--- src/sv/gcfh_pkg.sv ---
// shared types and constants for the grid cell first-hit counter
`timescale 1ns / 1ps
package gcfh_pkg;

	localparam int COORD_W = 16;
	localparam int REG_W   = 15;
	localparam int CNT_W   = 7;
	localparam int HITS_W  = 3;
	localparam int DIV_NW  = 24;
	localparam int DIV_DW  = 16;
	localparam int DIV_QW  = 25;
	localparam int MUL_W   = 18;
	localparam int PROD_W  = 36;

	typedef enum logic [2:0] {
		REG_GRID_MODE   = 3'd0,
		REG_BALL_RADIUS = 3'd1,
		REG_CELL_SPACE  = 3'd2,
		REG_CELLS_X     = 3'd3,
		REG_CELLS_Y     = 3'd4,
		REG_CELL_WIDTH  = 3'd5,
		REG_CELL_HEIGHT = 3'd6
	} reg_idx_t;

	typedef enum logic [2:0] {
		DIV_H  = 3'd0,
		DIV_B0 = 3'd1,
		DIV_B1 = 3'd2,
		DIV_R0 = 3'd3,
		DIV_R1 = 3'd4
	} div_sel_t;

	typedef enum logic [3:0] {
		MUL_NONE = 4'd0,
		MUL_SS   = 4'd1,
		MUL_RR   = 4'd2,
		MUL_C2A  = 4'd3,
		MUL_C2B  = 4'd4,
		MUL_SQA  = 4'd5,
		MUL_SQB  = 4'd6,
		MUL_DA   = 4'd7,
		MUL_DB   = 4'd8,
		MUL_NI   = 4'd9,
		MUL_CS0  = 4'd10,
		MUL_CS1  = 4'd11
	} mul_op_t;

	typedef struct packed {
		logic     load_in;
		logic     clr_en;
		logic     div_start;
		div_sel_t div_sel;
		mul_op_t  mul_op;
		logic     dd_en;
		logic     eval_en;
		logic     flag_out;
		logic     wr_chk;
		logic     out_load;
		logic [1:0] cand;
	} cmd_t;

	typedef struct packed {
		logic clr_done;
		logic div_done;
		logic in_grid;
	} sts_t;

endpackage

--- src/sv/gcfh_ctrl.sv ---
// controller state machine sequencing the datapath per transaction
`timescale 1ns / 1ps
module gcfh_ctrl (
	input  logic           clk,
	input  logic           arst_n,
	input  logic           grid_mode,
	input  logic           in_valid,
	output logic           in_stall,
	output logic           out_valid,
	input  logic           out_stall,
	output gcfh_pkg::cmd_t cmd,
	input  gcfh_pkg::sts_t sts
);

	typedef enum logic [20:0] {
		S_CLEAR    = 21'h000001,
		S_IDLE     = 21'h000002,
		S_CS0      = 21'h000004,
		S_CS1      = 21'h000008,
		S_DIV_GO   = 21'h000010,
		S_DIV_WAIT = 21'h000020,
		S_MSS      = 21'h000040,
		S_MRR      = 21'h000080,
		S_CHK      = 21'h000100,
		S_C2A      = 21'h000200,
		S_C2B      = 21'h000400,
		S_DD       = 21'h000800,
		S_SQA      = 21'h001000,
		S_SQB      = 21'h002000,
		S_DA       = 21'h004000,
		S_DB       = 21'h008000,
		S_EVAL     = 21'h010000,
		S_NI       = 21'h020000,
		S_RD       = 21'h040000,
		S_WR       = 21'h080000,
		S_DONE     = 21'h100000
	} state_t;

	state_t             state_q, state_d;
	gcfh_pkg::div_sel_t dsel_q, dsel_d;
	logic [1:0]         cand_q, cand_d;
	logic               out_valid_q;
	logic               last_cand;
	state_t             next_cand_state;

	assign last_cand       = grid_mode || (cand_q == 2'd3);
	assign next_cand_state = last_cand ? S_DONE : S_CHK;

	always_comb begin
		state_d     = state_q;
		dsel_d      = dsel_q;
		cand_d      = cand_q;
		cmd         = '0;
		cmd.div_sel = dsel_q;
		cmd.mul_op  = gcfh_pkg::MUL_NONE;
		cmd.cand    = cand_q;
		unique case (state_q)
			S_CLEAR: begin
				cmd.clr_en = 1'b1;
				if (sts.clr_done) begin
					state_d = S_IDLE;
				end
			end
			S_IDLE: begin
				if (in_valid) begin
					cmd.load_in = 1'b1;
					cand_d      = 2'd0;
					if (grid_mode) begin
						state_d = S_CS0;
					end else begin
						dsel_d  = gcfh_pkg::DIV_H;
						state_d = S_DIV_GO;
					end
				end
			end
			S_CS0: begin
				cmd.mul_op = gcfh_pkg::MUL_CS0;
				state_d    = S_CS1;
			end
			S_CS1: begin
				cmd.mul_op = gcfh_pkg::MUL_CS1;
				dsel_d     = gcfh_pkg::DIV_R0;
				state_d    = S_DIV_GO;
			end
			S_DIV_GO: begin
				cmd.div_start = 1'b1;
				state_d       = S_DIV_WAIT;
			end
			S_DIV_WAIT: begin
				if (sts.div_done) begin
					unique case (dsel_q)
						gcfh_pkg::DIV_H: begin
							dsel_d  = gcfh_pkg::DIV_B0;
							state_d = S_DIV_GO;
						end
						gcfh_pkg::DIV_B0: begin
							dsel_d  = gcfh_pkg::DIV_B1;
							state_d = S_DIV_GO;
						end
						gcfh_pkg::DIV_B1: state_d = S_MSS;
						gcfh_pkg::DIV_R0: begin
							dsel_d  = gcfh_pkg::DIV_R1;
							state_d = S_DIV_GO;
						end
						gcfh_pkg::DIV_R1: state_d = S_CHK;
						default: state_d = S_IDLE;
					endcase
				end
			end
			S_MSS: begin
				cmd.mul_op = gcfh_pkg::MUL_SS;
				state_d    = S_MRR;
			end
			S_MRR: begin
				cmd.mul_op = gcfh_pkg::MUL_RR;
				state_d    = S_CHK;
			end
			S_CHK: begin
				if (!sts.in_grid) begin
					cmd.flag_out = 1'b1;
					cand_d       = cand_q + 1'b1;
					state_d      = next_cand_state;
				end else if (grid_mode) begin
					state_d = S_NI;
				end else begin
					state_d = S_C2A;
				end
			end
			S_C2A: begin
				cmd.mul_op = gcfh_pkg::MUL_C2A;
				state_d    = S_C2B;
			end
			S_C2B: begin
				cmd.mul_op = gcfh_pkg::MUL_C2B;
				state_d    = S_DD;
			end
			S_DD: begin
				cmd.dd_en = 1'b1;
				state_d   = S_SQA;
			end
			S_SQA: begin
				cmd.mul_op = gcfh_pkg::MUL_SQA;
				state_d    = S_SQB;
			end
			S_SQB: begin
				cmd.mul_op = gcfh_pkg::MUL_SQB;
				state_d    = S_DA;
			end
			S_DA: begin
				cmd.mul_op = gcfh_pkg::MUL_DA;
				state_d    = S_DB;
			end
			S_DB: begin
				cmd.mul_op = gcfh_pkg::MUL_DB;
				state_d    = S_EVAL;
			end
			S_EVAL: begin
				cmd.eval_en = 1'b1;
				state_d     = S_NI;
			end
			S_NI: begin
				cmd.mul_op = gcfh_pkg::MUL_NI;
				state_d    = S_RD;
			end
			S_RD: begin
				// bitmap read in flight
				state_d = S_WR;
			end
			S_WR: begin
				cmd.wr_chk = 1'b1;
				cand_d     = cand_q + 1'b1;
				state_d    = next_cand_state;
			end
			S_DONE: begin
				if (!out_valid_q || !out_stall) begin
					cmd.out_load = 1'b1;
					state_d      = S_IDLE;
				end
			end
			default: state_d = S_IDLE;
		endcase
	end

	always_ff @(posedge clk or negedge arst_n) begin
		if (!arst_n) begin
			state_q     <= S_CLEAR;
			dsel_q      <= gcfh_pkg::DIV_H;
			cand_q      <= '0;
			out_valid_q <= 1'b0;
		end else begin
			state_q <= state_d;
			dsel_q  <= dsel_d;
			cand_q  <= cand_d;
			if (cmd.out_load) begin
				out_valid_q <= 1'b1;
			end else if (!out_stall) begin
				out_valid_q <= 1'b0;
			end
		end
	end

	assign in_stall  = (state_q != S_IDLE);
	assign out_valid = out_valid_q;

endmodule

--- config.mk ---
export PLATFORM = sky130hd
export DESIGN_NAME = gcfh_ctrl
export DESIGN_NICKNAME = d
export VERILOG_FILES = /design/src/sv/gcfh_pkg.sv /design/src/sv/gcfh_ctrl.sv
export SDC_FILE = /design/constraint.sdc
export NUM_CORES = 1
export LEC_CHECK = 0
export BUFFER_PORTS_ARGS = -buffer_cell sky130_fd_sc_hd__buf_2
export CORE_MARGIN = 2
export CORE_UTILIZATION = 34
export CTS_BUF_LIST = sky130_fd_sc_hd__clkbuf_8 sky130_fd_sc_hd__clkbuf_16
export DETAILED_ROUTE_END_ITERATION = 10
export SYNTH_ARGS = -nofsm -noshare
export SYNTH_HDL_FRONTEND = slang
export SYNTH_SLANG_ARGS = --single-unit
--- constraint.sdc ---
create_clock -name clk -period 2.6 [get_ports clk]
set_clock_uncertainty 0.15 [all_clocks]
set_input_delay 0.13 -clock clk [delete_from_list [all_inputs] [get_ports clk]]
set_output_delay 0.13 -clock clk [all_outputs]
set_load 0.02 [all_outputs]
==> results of run 1 <==
placed cells by master, fill, tap and decap left out, types with 5 or more instances in the layout:
master   count
inv_1        8
dfrtp_2      5
buf_4       17
nand2_1     18
nand4_1      6
buf_2       24
nor2_1      24
nor3_1       5
nor3_4       5
dfrtp_1     21
cells by family (layout without fill, tap and decap cells):
kind of cell / count (synthesis) / count (layout) / synth area share (%)
compound gates: 27 / 27 / 12.2
flops: 27 / 27 / 39.5
buf+inv: 9 / 58 / 2.04
xor+xnor: 5 / 5 / 2.55
fa+ha+maj: 1 / 1 / 0.729
mux: 4 / 4 / 2.92
simple gates: 106 / 106 / 40.1
routing by layer:
layer  track usage [%]  up-vias  wire [um]  part of all wire (%)
met1              24.6      730       2050                    48
li1                  -      759          -                     -
met2              25.7       39       2000                    47
met5                 0        -          0                     0
met3              3.21        8        191                   4.5
met4              3.57        0         41                  0.96
tightest hold or removal path: cells and delay by family:
kind / cells / cell delay, ns
buffers and inverters: 2 / 0.14
AOI/OAI and AO/OA: 1 / 0.15
power groups by stage:
stage | Combinational (mW) | Clock [mW] | Sequential [mW]
after floorplan | 0.662 | 0 | 0.536
after global placement | 0.874 | 0 | 0.535
after detailed placement | 0.872 | 0 | 0.539
after CTS | 0.916 | 0.271 | 0.531
after global routing | 1.17 | 0.294 | 0.541
final | 1.09 | 0.256 | 0.532
sequential cells by signal (all words and copies together) (netlist names):
register   flops
dsel_q         3
cand_q         2
state_q       21
out_valid      1
metrics by stage:
stage	setup TNS (ns)	hold slack, ns
after floorplan	0	-0.316
after global placement	0	0.0315
after detailed placement	0	0.0392
after CTS	0	0.0118
after global routing	-0.150	0.0246
final	0	0.0134
layout make-up:
cell class | instances | share of cell area [%]
sequential | 27 | 30.7
timing repair buffer | 46 | 13.4
inverter | 8 | 1.35
clock buffer | 3 | 1.85
tap | 67 | 3.76
clock inverter | 1 | 0.393
multi-input combinational | 143 | 48.5
path summary, 6_finish.rpt:
kind	startpoint	to	slack, ns
worst min-delay path	sts[1]	state_q[5]$_DFFE_PN0P_	0.01
worst min register to register	cand_q[0]$_DFFE_PN0P_	cand_q[0]$_DFFE_PN0P_	0.37
worst max register to register	state_q[13]$_DFFE_PN0P_	state_q[8]$_DFFE_PN0P_	0.13
max in group asynchronous	arst_n	state_q[14]$_DFFE_PN0P_	1.60
worst max-delay path	state_q[13]$_DFFE_PN0P_	cmd[7]	0.08
min in group asynchronous	arst_n	cand_q[1]$_DFFE_PN0P_	0.24
timing repair:
item                                   CTS  global route
buffers inserted                         3            10
gates resized for setup                  5            17
hold buffers                             4             0
pin swaps                                3            11
endpoints found under the hold margin   32             0
setup endpoints to repair                3             6
==> metrics.csv, run 1 <==
stage;metric;value;unit
pwr;p_leak;1.04;nW
routing;vias;1536;
synth;syn_avg_cell_area;9.58;um2
global_routing;grt_usage;16.7;%
pwr;power_frac_clock;13.6;%
synth;synth_cells;179;
sta;max_slew.worst_pin.slew;0.634;ns
floorplan;die_h;75.0;um
finish;design_area;2230;um2
global_routing;grt_pass1_wl;7070;um
worst_hold_path;hp-class;in -> reg;
synth;synth_commonest_cells;26 x dfrtp_1, 25 x nor2_1, 20 x nand2_1, 8 x inv_1, 8 x nor3_1;
pwr;power.density;842;nW/um2
finish;final_core_util;46.5;%
synth;synth_edf_count;0;
pwr;p_int;1.07;mW
sta;finalCriticalPeriod;2.52;ns
synth;seq_area_frac_synth;39.5;%
sta;hold_viol;0;
sta;post-route-period-util;97.1;%
worst_setup_path;path_cells;nor3_4 > nand2_1 > nor3_2 > and4b_1 > or4_1 > buf_4;
worst_setup_path;critPathLaunchType;flip-flop;
clock_tree;cts_max_level;1;
routing;drt_wl_total;4280;um
finish;nFillCells;463;
worst_setup_path;critPathKind;reg -> out;
sta;final-max-slew-violation-count;0;
worst_setup_path;end_kind;primary output;
placement;place_hpwl;3180;um
pwr;finalPower;1.88;mW
global_routing;grt_pass1_vias;1396;
finish;n_antenna_cell;0;
routing;wl_per_cell;14.5;um
synth;yosysWarnings;0;
synth;synth.most_common_cell;dfrtp_1;
pwr;switching_share;43.0;%
sta;rsz0062_at_grt;yes;
finish;area_growth;29.8;%
routing;ant_nets;0;
placement;placed_cell_area;1950;um2
clock_tree;path_clk_slew;0.10;ns
clock_tree;cts_root_buf;clkbuf_8;
worst_setup_path;cp.depth;6;
routing;first_pass_iters;4;
routing;drc;0;
worst_setup_path;path_max_fanout;8;
worst_setup_path;cp.arrival;2.24;ns
floorplan;die_area;5630;um2
finish;seq_area;683;um2
worst_setup_path;cpMaxStageDelayCell;dfrtp_1;
floorplan;pin_count;27;
floorplan;initial_utilization;35.8;%
worst_setup_path;slowest_delay;0.49;ns
finish;drive_above_1_share;36.8;%
clock_tree;cts.sinks;27;
placement;placedCellCount;274;
synth;synth_area_leaders;dfrtp_1 38%, nor2_1 5.5%, nor3_4 4.7%, nand2_1 4.4%, nor4b_1 2.6%;
floorplan;core-area;4790;um2
pwr;switching_power;0.807;mW
sta;timing.slew.headroom;57.7;%
synth;syn_area;1720;um2
synth;ys_ff_latch;27;
floorplan;die_w;75.0;um
global_routing;overflow;0;
worst_hold_path;hold_depth;3;
worst_setup_path;crit_buf_inv;1;
clock_tree;worstSkewPairLatency;0.28;ns
worst_setup_path;cp.required;2.32;ns
clock_tree;cts_max_path_buffers;2;
routing;drt_iter0_markers;85;
finish;instances_no_fill;295;
clock_tree;cts_made_buffers;3;
synth;async_flop_share;100;%
global_routing;antenna_found_initial;0;
status;status;complete, no violations;
synth;ys.flop_type;dfrtp_1;
pwr;pwr-share-seq;28.3;%
pwr;vdd_drop_max;0.464;mV
sta;max_clock_freq;396;MHz
floorplan;placementRows;25;
placement;routabilityCongestion;0.827;
placement;pre_cts_slack;0.170;ns
placement;place.port_buffers;26;
synth;syn-num-nets;188;
finish;multiInputGateArea;1080;um2
worst_setup_path;worst-r2r-cell-count;8;
sta;setup_ws;0.0762;ns
synth;synth_top_area_share;37.9;%
synth;yosys.cell_types.count;51;
worst_setup_path;critPathTopFamily;simple AND/OR/NAND/NOR gates;
pwr;p_comb_share;58.0;%
sta;setup_violations;0;
global_routing;grt_max_degree;28;
finish;finalNetCount;238;
run;maxCapViolCount;0;
routing;vias_per_cell;5.21;
clock_tree;cts_tree;done;
synth;synth_top_cell_by_area;dfrtp_1;
Note: power is estimated with default switching activity, not from simulation.
==> run 2, diff against run 1 <==
- PLACE_DENSITY_LB_ADDON: default -> 0.1
==> run 2 against run 1 <==
Compared with the run above:
- final cell count down 2.4%
- sequential cell count stayed put
- via count is 0.20% lower
- largest cell class unchanged
- cell area fell by 2.9%
- die area did not move
- fmax down 4.0%
- global-route usage grew 0.74 points
- the flow now finishes with violations (negative setup slack)
- critical path type unchanged
- utilization shrank 1.3 points
- highest routed layer unchanged
==> metrics.csv, run 2 (same netlist as run 1, synthesis figures left out) <==
stage;metric;value;unit
finish;largest_reg_flops;21;
pwr;p_leak;1.01;nW
clock_tree;cts.sinks;27;
global_routing;antenna_found_initial;0;
worst_setup_path;critPathLaunchType;flip-flop;
floorplan;placementRows;25;
routing;drc;0;
worst_setup_path;cp.required;2.32;ns
worst_setup_path;cp.arrival;2.35;ns
floorplan;die_area;5630;um2
worst_setup_path;critPathKind;reg -> out;
placement;place_hpwl;3420;um
routing;ant_nets;0;
clock_tree;cts_tree;done;
global_routing;grt_max_degree;28;
pwr;switching_power;0.804;mW
placement;place.port_buffers;26;
pwr;p_int;0.988;mW
finish;layout_commonest_cell;dfrtp_1;
sta;max_clock_freq;380;MHz
worst_setup_path;end_kind;primary output;
routing;first_pass_iters;4;
routing;drt_iter0_markers;46;
run;maxCapViolCount;0;
status;violations;negative setup slack;
floorplan;die_w;75.0;um
finish;mostFrequentLayoutCells;25 x dfrtp_1, 24 x nor2_1, 24 x buf_2;
sta;rsz0062_at_grt;yes;
clock_tree;cts_made_buffers;3;
pwr;power_frac_clock;14.1;%
sta;setup_violations;1;
floorplan;initial_utilization;35.8;%
placement;pre_cts_slack;0.166;ns
sta;hold_viol;0;
sta;max_slew.worst_pin.slew;0.656;ns
placement;routabilityCongestion;0.927;
sta;setup_ws;-0.0303;ns
clock_tree;path_clk_slew;0.10;ns
placement;placed_cell_area;1930;um2
finish;finalNetCount;231;
status;status;finished with violations;
finish;largestRegisters;state_q x21, dsel_q x3, cand_q x2;
clock_tree;cts_root_buf;clkbuf_8;
finish;area_growth;26.1;%
worst_hold_path;hp-class;in -> reg;
finish;n_antenna_cell;0;
clock_tree;cts_max_level;1;
clock_tree;worstSkewPairLatency;0.29;ns
pwr;switching_share;44.9;%
finish;nFillCells;484;
pwr;pwr-share-seq;29.6;%
routing;wl_per_cell;15.8;um
sta;final-max-slew-violation-count;0;
finish;drive_above_1_share;31.7;%
routing;vias_per_cell;5.32;
global_routing;grt_pass1_vias;1526;
floorplan;pin_count;27;
routing;drt_wl_total;4540;um
pwr;p_comb_share;56.3;%
routing;top_layer_used;met4;
floorplan;die_h;75.0;um
routing;m1WireLength;2110;um
global_routing;grt_pass1_wl;7320;um
pwr;vdd_drop_max;0.381;mV
routing;vias;1533;
sta;timing.slew.headroom;56.0;%
worst_setup_path;path_max_fanout;5;
clock_tree;cts_max_path_buffers;2;
sta;post-route-period-util;101;%
floorplan;core-area;4790;um2
pwr;power.density;828;nW/um2
sta;setup-tns-final;-0.0303;ns
routing;routed-wl-met3;150;um
finish;design_area;2160;um2
global_routing;overflow;0;
finish;regMostFlops;state_q;
routing;wl_met2;2180;um
global_routing;grt_usage;17.5;%
sta;finalCriticalPeriod;2.63;ns
==> run 2: repair_timing <==
item | CTS | global route
setup endpoints to repair | 3 | 5
hold endpoints to repair | 31 | 0
pin swaps | 3 | 7
buffers inserted | 3 | 5
resized for setup | 4 | 12
hold buffers | 4 | 0
==> run 2: power groups by stage <==
stage          Sequential [mW]  Clock, mW  Combinational [mW]
6_report                 0.530      0.252                1.01
5_1_grt                  0.537      0.276                1.10
4_1_cts                  0.526      0.259               0.922
3_5_place_dp             0.533          0               0.889
3_3_place_gp             0.531          0               0.889
2_1_floorplan            0.536          0               0.662
==> run 2: metrics by stage <==
step                power [mW]  util [%]  std cells  hold WS (ns)
floorplan                 1.20         -        179        -0.316
global placement          1.42      40.4        272        0.0356
detailed placement        1.42      40.4        272        0.0400
CTS                       1.71      43.2        283        0.0342
global route              1.91      45.2        288        0.0492
finish                    1.79      45.2        288        0.0216
==> run 2: worst max-delay path, stage by stage, from the launching register on <==
cell and delay (ns):
dfrtp_2 0.47, nor4_4 0.38, nand2_1 0.15, nor3_4 0.28
nand2_2 0.16, nor4b_4 0.33, or4_1 0.16, buf_4 0.14
==> run 2: worst paths after layout <==
check                      slack (ns)              startpoint                     end  cells after the start
setup / recovery                -0.03  state_q[7]$_DFFE_PN0P_                  cmd[8]                      7
hold / removal                   0.02                  sts[1]  state_q[5]$_DFFE_PN0P_                      3
setup reg to reg                 0.11  state_q[7]$_DFFE_PN0P_   dsel_q[2]$_DFFE_PN0P_                      7
hold reg to reg                  0.36   cand_q[0]$_DFFE_PN0P_   cand_q[0]$_DFFE_PN0P_                      1
max in group asynchronous        1.62                  arst_n  state_q[7]$_DFFE_PN0P_                      2
min in group asynchronous        0.24                  arst_n   cand_q[1]$_DFFE_PN0P_                      2
==> run 2: final cells by class <==
class	instances	area, um2	area share, %
timing repair buffer	39	246	11.4
sequential	27	678	31.3
tap	67	83.8	3.88
multi-input combinational	143	1080	49.9
inverter	8	30.0	1.39
clock inverter	1	5.00	0.231
clock buffer	3	41.3	1.91
==> run 2: routing by layer <==
layer,up-vias,track usage (%)
li1,759,-
met1,726,24.3
met4,0,7.14
met3,10,2.28
met5,-,0
met2,38,27.6
==> run 3, diff against run 2 <==
- clock period: 2.6 -> 3.12 ns (I/O delays scaled with it)
==> run 3 against run 2 <==
Compared with the run above:
- the flow now finishes without violations
- final cell count fell by 3.1%
- highest routed layer unchanged
- sequential cell count unchanged
- critical endpoint is now cmd[7]
- first-iteration DRC count grew 76%
- sequential share of layout area rose by 2.3 points
==> metrics.csv, run 3 (same netlist as run 1, synthesis figures left out) <==
stage;metric;value;unit
status;status;complete, no violations;
worst_setup_path;end_kind;primary output;
floorplan;core-area;4790;um2
sta;timing.slew.headroom;55.8;%
global_routing;grt_usage;17.4;%
global_routing;grt_max_degree;28;
finish;mostFrequentLayoutCells;26 x dfrtp_1, 26 x buf_2, 25 x nor2_1;
floorplan;die_area;5630;um2
worst_setup_path;critPathCapture;cmd[7];
sta;max_clock_freq;360;MHz
routing;drt_wl_total;4380;um
finish;n_antenna_cell;0;
clock_tree;cts_max_path_buffers;2;
pwr;vdd_drop_max;0.314;mV
finish;regMostFlops;state_q;
sta;setup-tns-final;0;ns
routing;drt_iter0_markers;81;
finish;area_growth;17.2;%
clock_tree;cts_tree;done;
sta;setup_violations;0;
worst_setup_path;reg2reg_slack;0.68;ns
worst_setup_path;cp.arrival;2.47;ns
sta;finalCriticalPeriod;2.78;ns
floorplan;die_w;75.0;um
global_routing;antenna_found_initial;0;
finish;drive_above_1_share;24.5;%
routing;vias_per_cell;5.33;
pwr;power.density;683;nW/um2
clock_tree;worstSkewPairLatency;0.28;ns
worst_setup_path;cp.required;2.81;ns
clock_tree;cts_root_buf;clkbuf_8;
sta;rsz0062_at_grt;no;
worst_setup_path;worst-r2r-cell-count;6;
placement;place.port_buffers;26;
clock_tree;cts_max_level;1;
sta;hold_viol;0;
finish;finalNetCount;222;
placement;place_hpwl;3410;um
placement;routabilityCongestion;0.880;
clock_tree;path_clk_slew;0.10;ns
floorplan;die_h;75.0;um
clock_tree;post-cts-setup-buffer-count;0;
global_routing;grt_pass1_vias;1521;
global_routing;grt_pass1_wl;7360;um
routing;wl_per_cell;15.7;um
worst_setup_path;path_max_fanout;6;
floorplan;initial_utilization;35.8;%
worst_setup_path;critPathLaunchType;flip-flop;
pwr;p_leak;0.962;nW
routing;drc;0;
finish;largestRegisters;state_q x21, dsel_q x3, cand_q x2;
worst_setup_path;reg2reg_from;state_q[4]$_DFFE_PN0P_;
sta;post-route-period-util;89.0;%
worst_setup_path;r2r_end;dsel_q[2]$_DFFE_PN0P_;
sta;fin_hold_ws;0.0300;ns
worst_hold_path;hp-class;in -> reg;
floorplan;pin_count;27;
worst_setup_path;worstSetupStartpoint;state_q[4]$_DFFE_PN0P_;
clock_tree;cts_made_buffers;3;
worst_setup_path;critPathKind;reg -> out;
finish;largest_reg_flops;21;
routing;vias;1486;
sta;final-max-slew-violation-count;0;
routing;first_pass_iters;4;
global_routing;overflow;0;
clock_tree;cts.sinks;27;
run;maxCapViolCount;0;
floorplan;placementRows;25;
routing;ant_nets;0;
sta;max_slew.worst_pin.slew;0.658;ns
## run 3: changes by cell type in the layout (fill, tap and decap cells not counted), moves of 2 or more
cell | before | now
buf_4 | 10 | 0
nor4b_1 | 1 | 5
nor4b_4 | 4 | 0
buf_2 | 24 | 26
nor3_1 | 6 | 8
nor3_2 | 2 | 0
## run 3: area by class of cell
class | instances | area (um2)
clock inverter | 1 | 5.00
tap | 67 | 83.8
clock buffer | 3 | 41.3
inverter | 8 | 30.0
multi-input combinational | 143 | 1000
fill | 473 | 2780
timing repair buffer | 30 | 170
sequential | 27 | 677
## run 3: worst min path at each step
stage | startpoint | to | slack (ns) | cells past startpoint
floorplan | arst_n | cand_q[0]$_DFFE_PN0P_ | -0.29 | 0
global placement | arst_n | dsel_q[0]$_DFFE_PN0P_ | 0.06 | 1
detailed placement | arst_n | dsel_q[0]$_DFFE_PN0P_ | 0.08 | 1
CTS | sts[1] | state_q[5]$_DFFE_PN0P_ | 0.04 | 3
global route | sts[1] | state_q[5]$_DFFE_PN0P_ | 0.05 | 3
finish | sts[1] | state_q[5]$_DFFE_PN0P_ | 0.03 | 3
## run 3: where the power goes
part	switching, mW	leakage, nW	internal (mW)
combinational	0.438	0.569	0.284
sequential	0.0559	0.368	0.383
clock	0.121	0.0255	0.0899
## run 3: critical path: stages, from the launching register on
cell,delay [ns]
dfrtp_1,0.47
nor4_4,0.45
nand2_4,0.12
nor3_4,0.26
nand2_1,0.15
nor4b_1,0.39
or4_1,0.19
buf_2,0.16
## run 3: timing repair
item	4_1_cts	5_1_grt
hold buffers	4	0
gates resized for setup	0	0
hold endpoints to repair	29	0
setup endpoints to repair	0	0
## run 3: routing by layer
layer  up-vias  wire length (um)  share of wire, %  GRT usage, %
met5         -                 0                 0             0
met4         0                90               2.1          8.13
met3         6               129               2.9          2.28
met2        27              2060                47          26.6
met1       722              2100                48          24.5
li1        731                 -                 -             -
## run 3: stage by stage
stage	setup WS (ns)	power, mW	cell area (um2)	utilization, %	instances
final	0.343	1.37	2010	42.0	279
after global routing	0.168	1.48	2010	42.0	279
after CTS	0.330	1.38	2010	42.0	279
after detailed placement	0.647	1.16	1920	40.2	271
after global placement	0.716	1.16	1920	40.2	271
after floorplan	0.703	0.998	1720	-	179
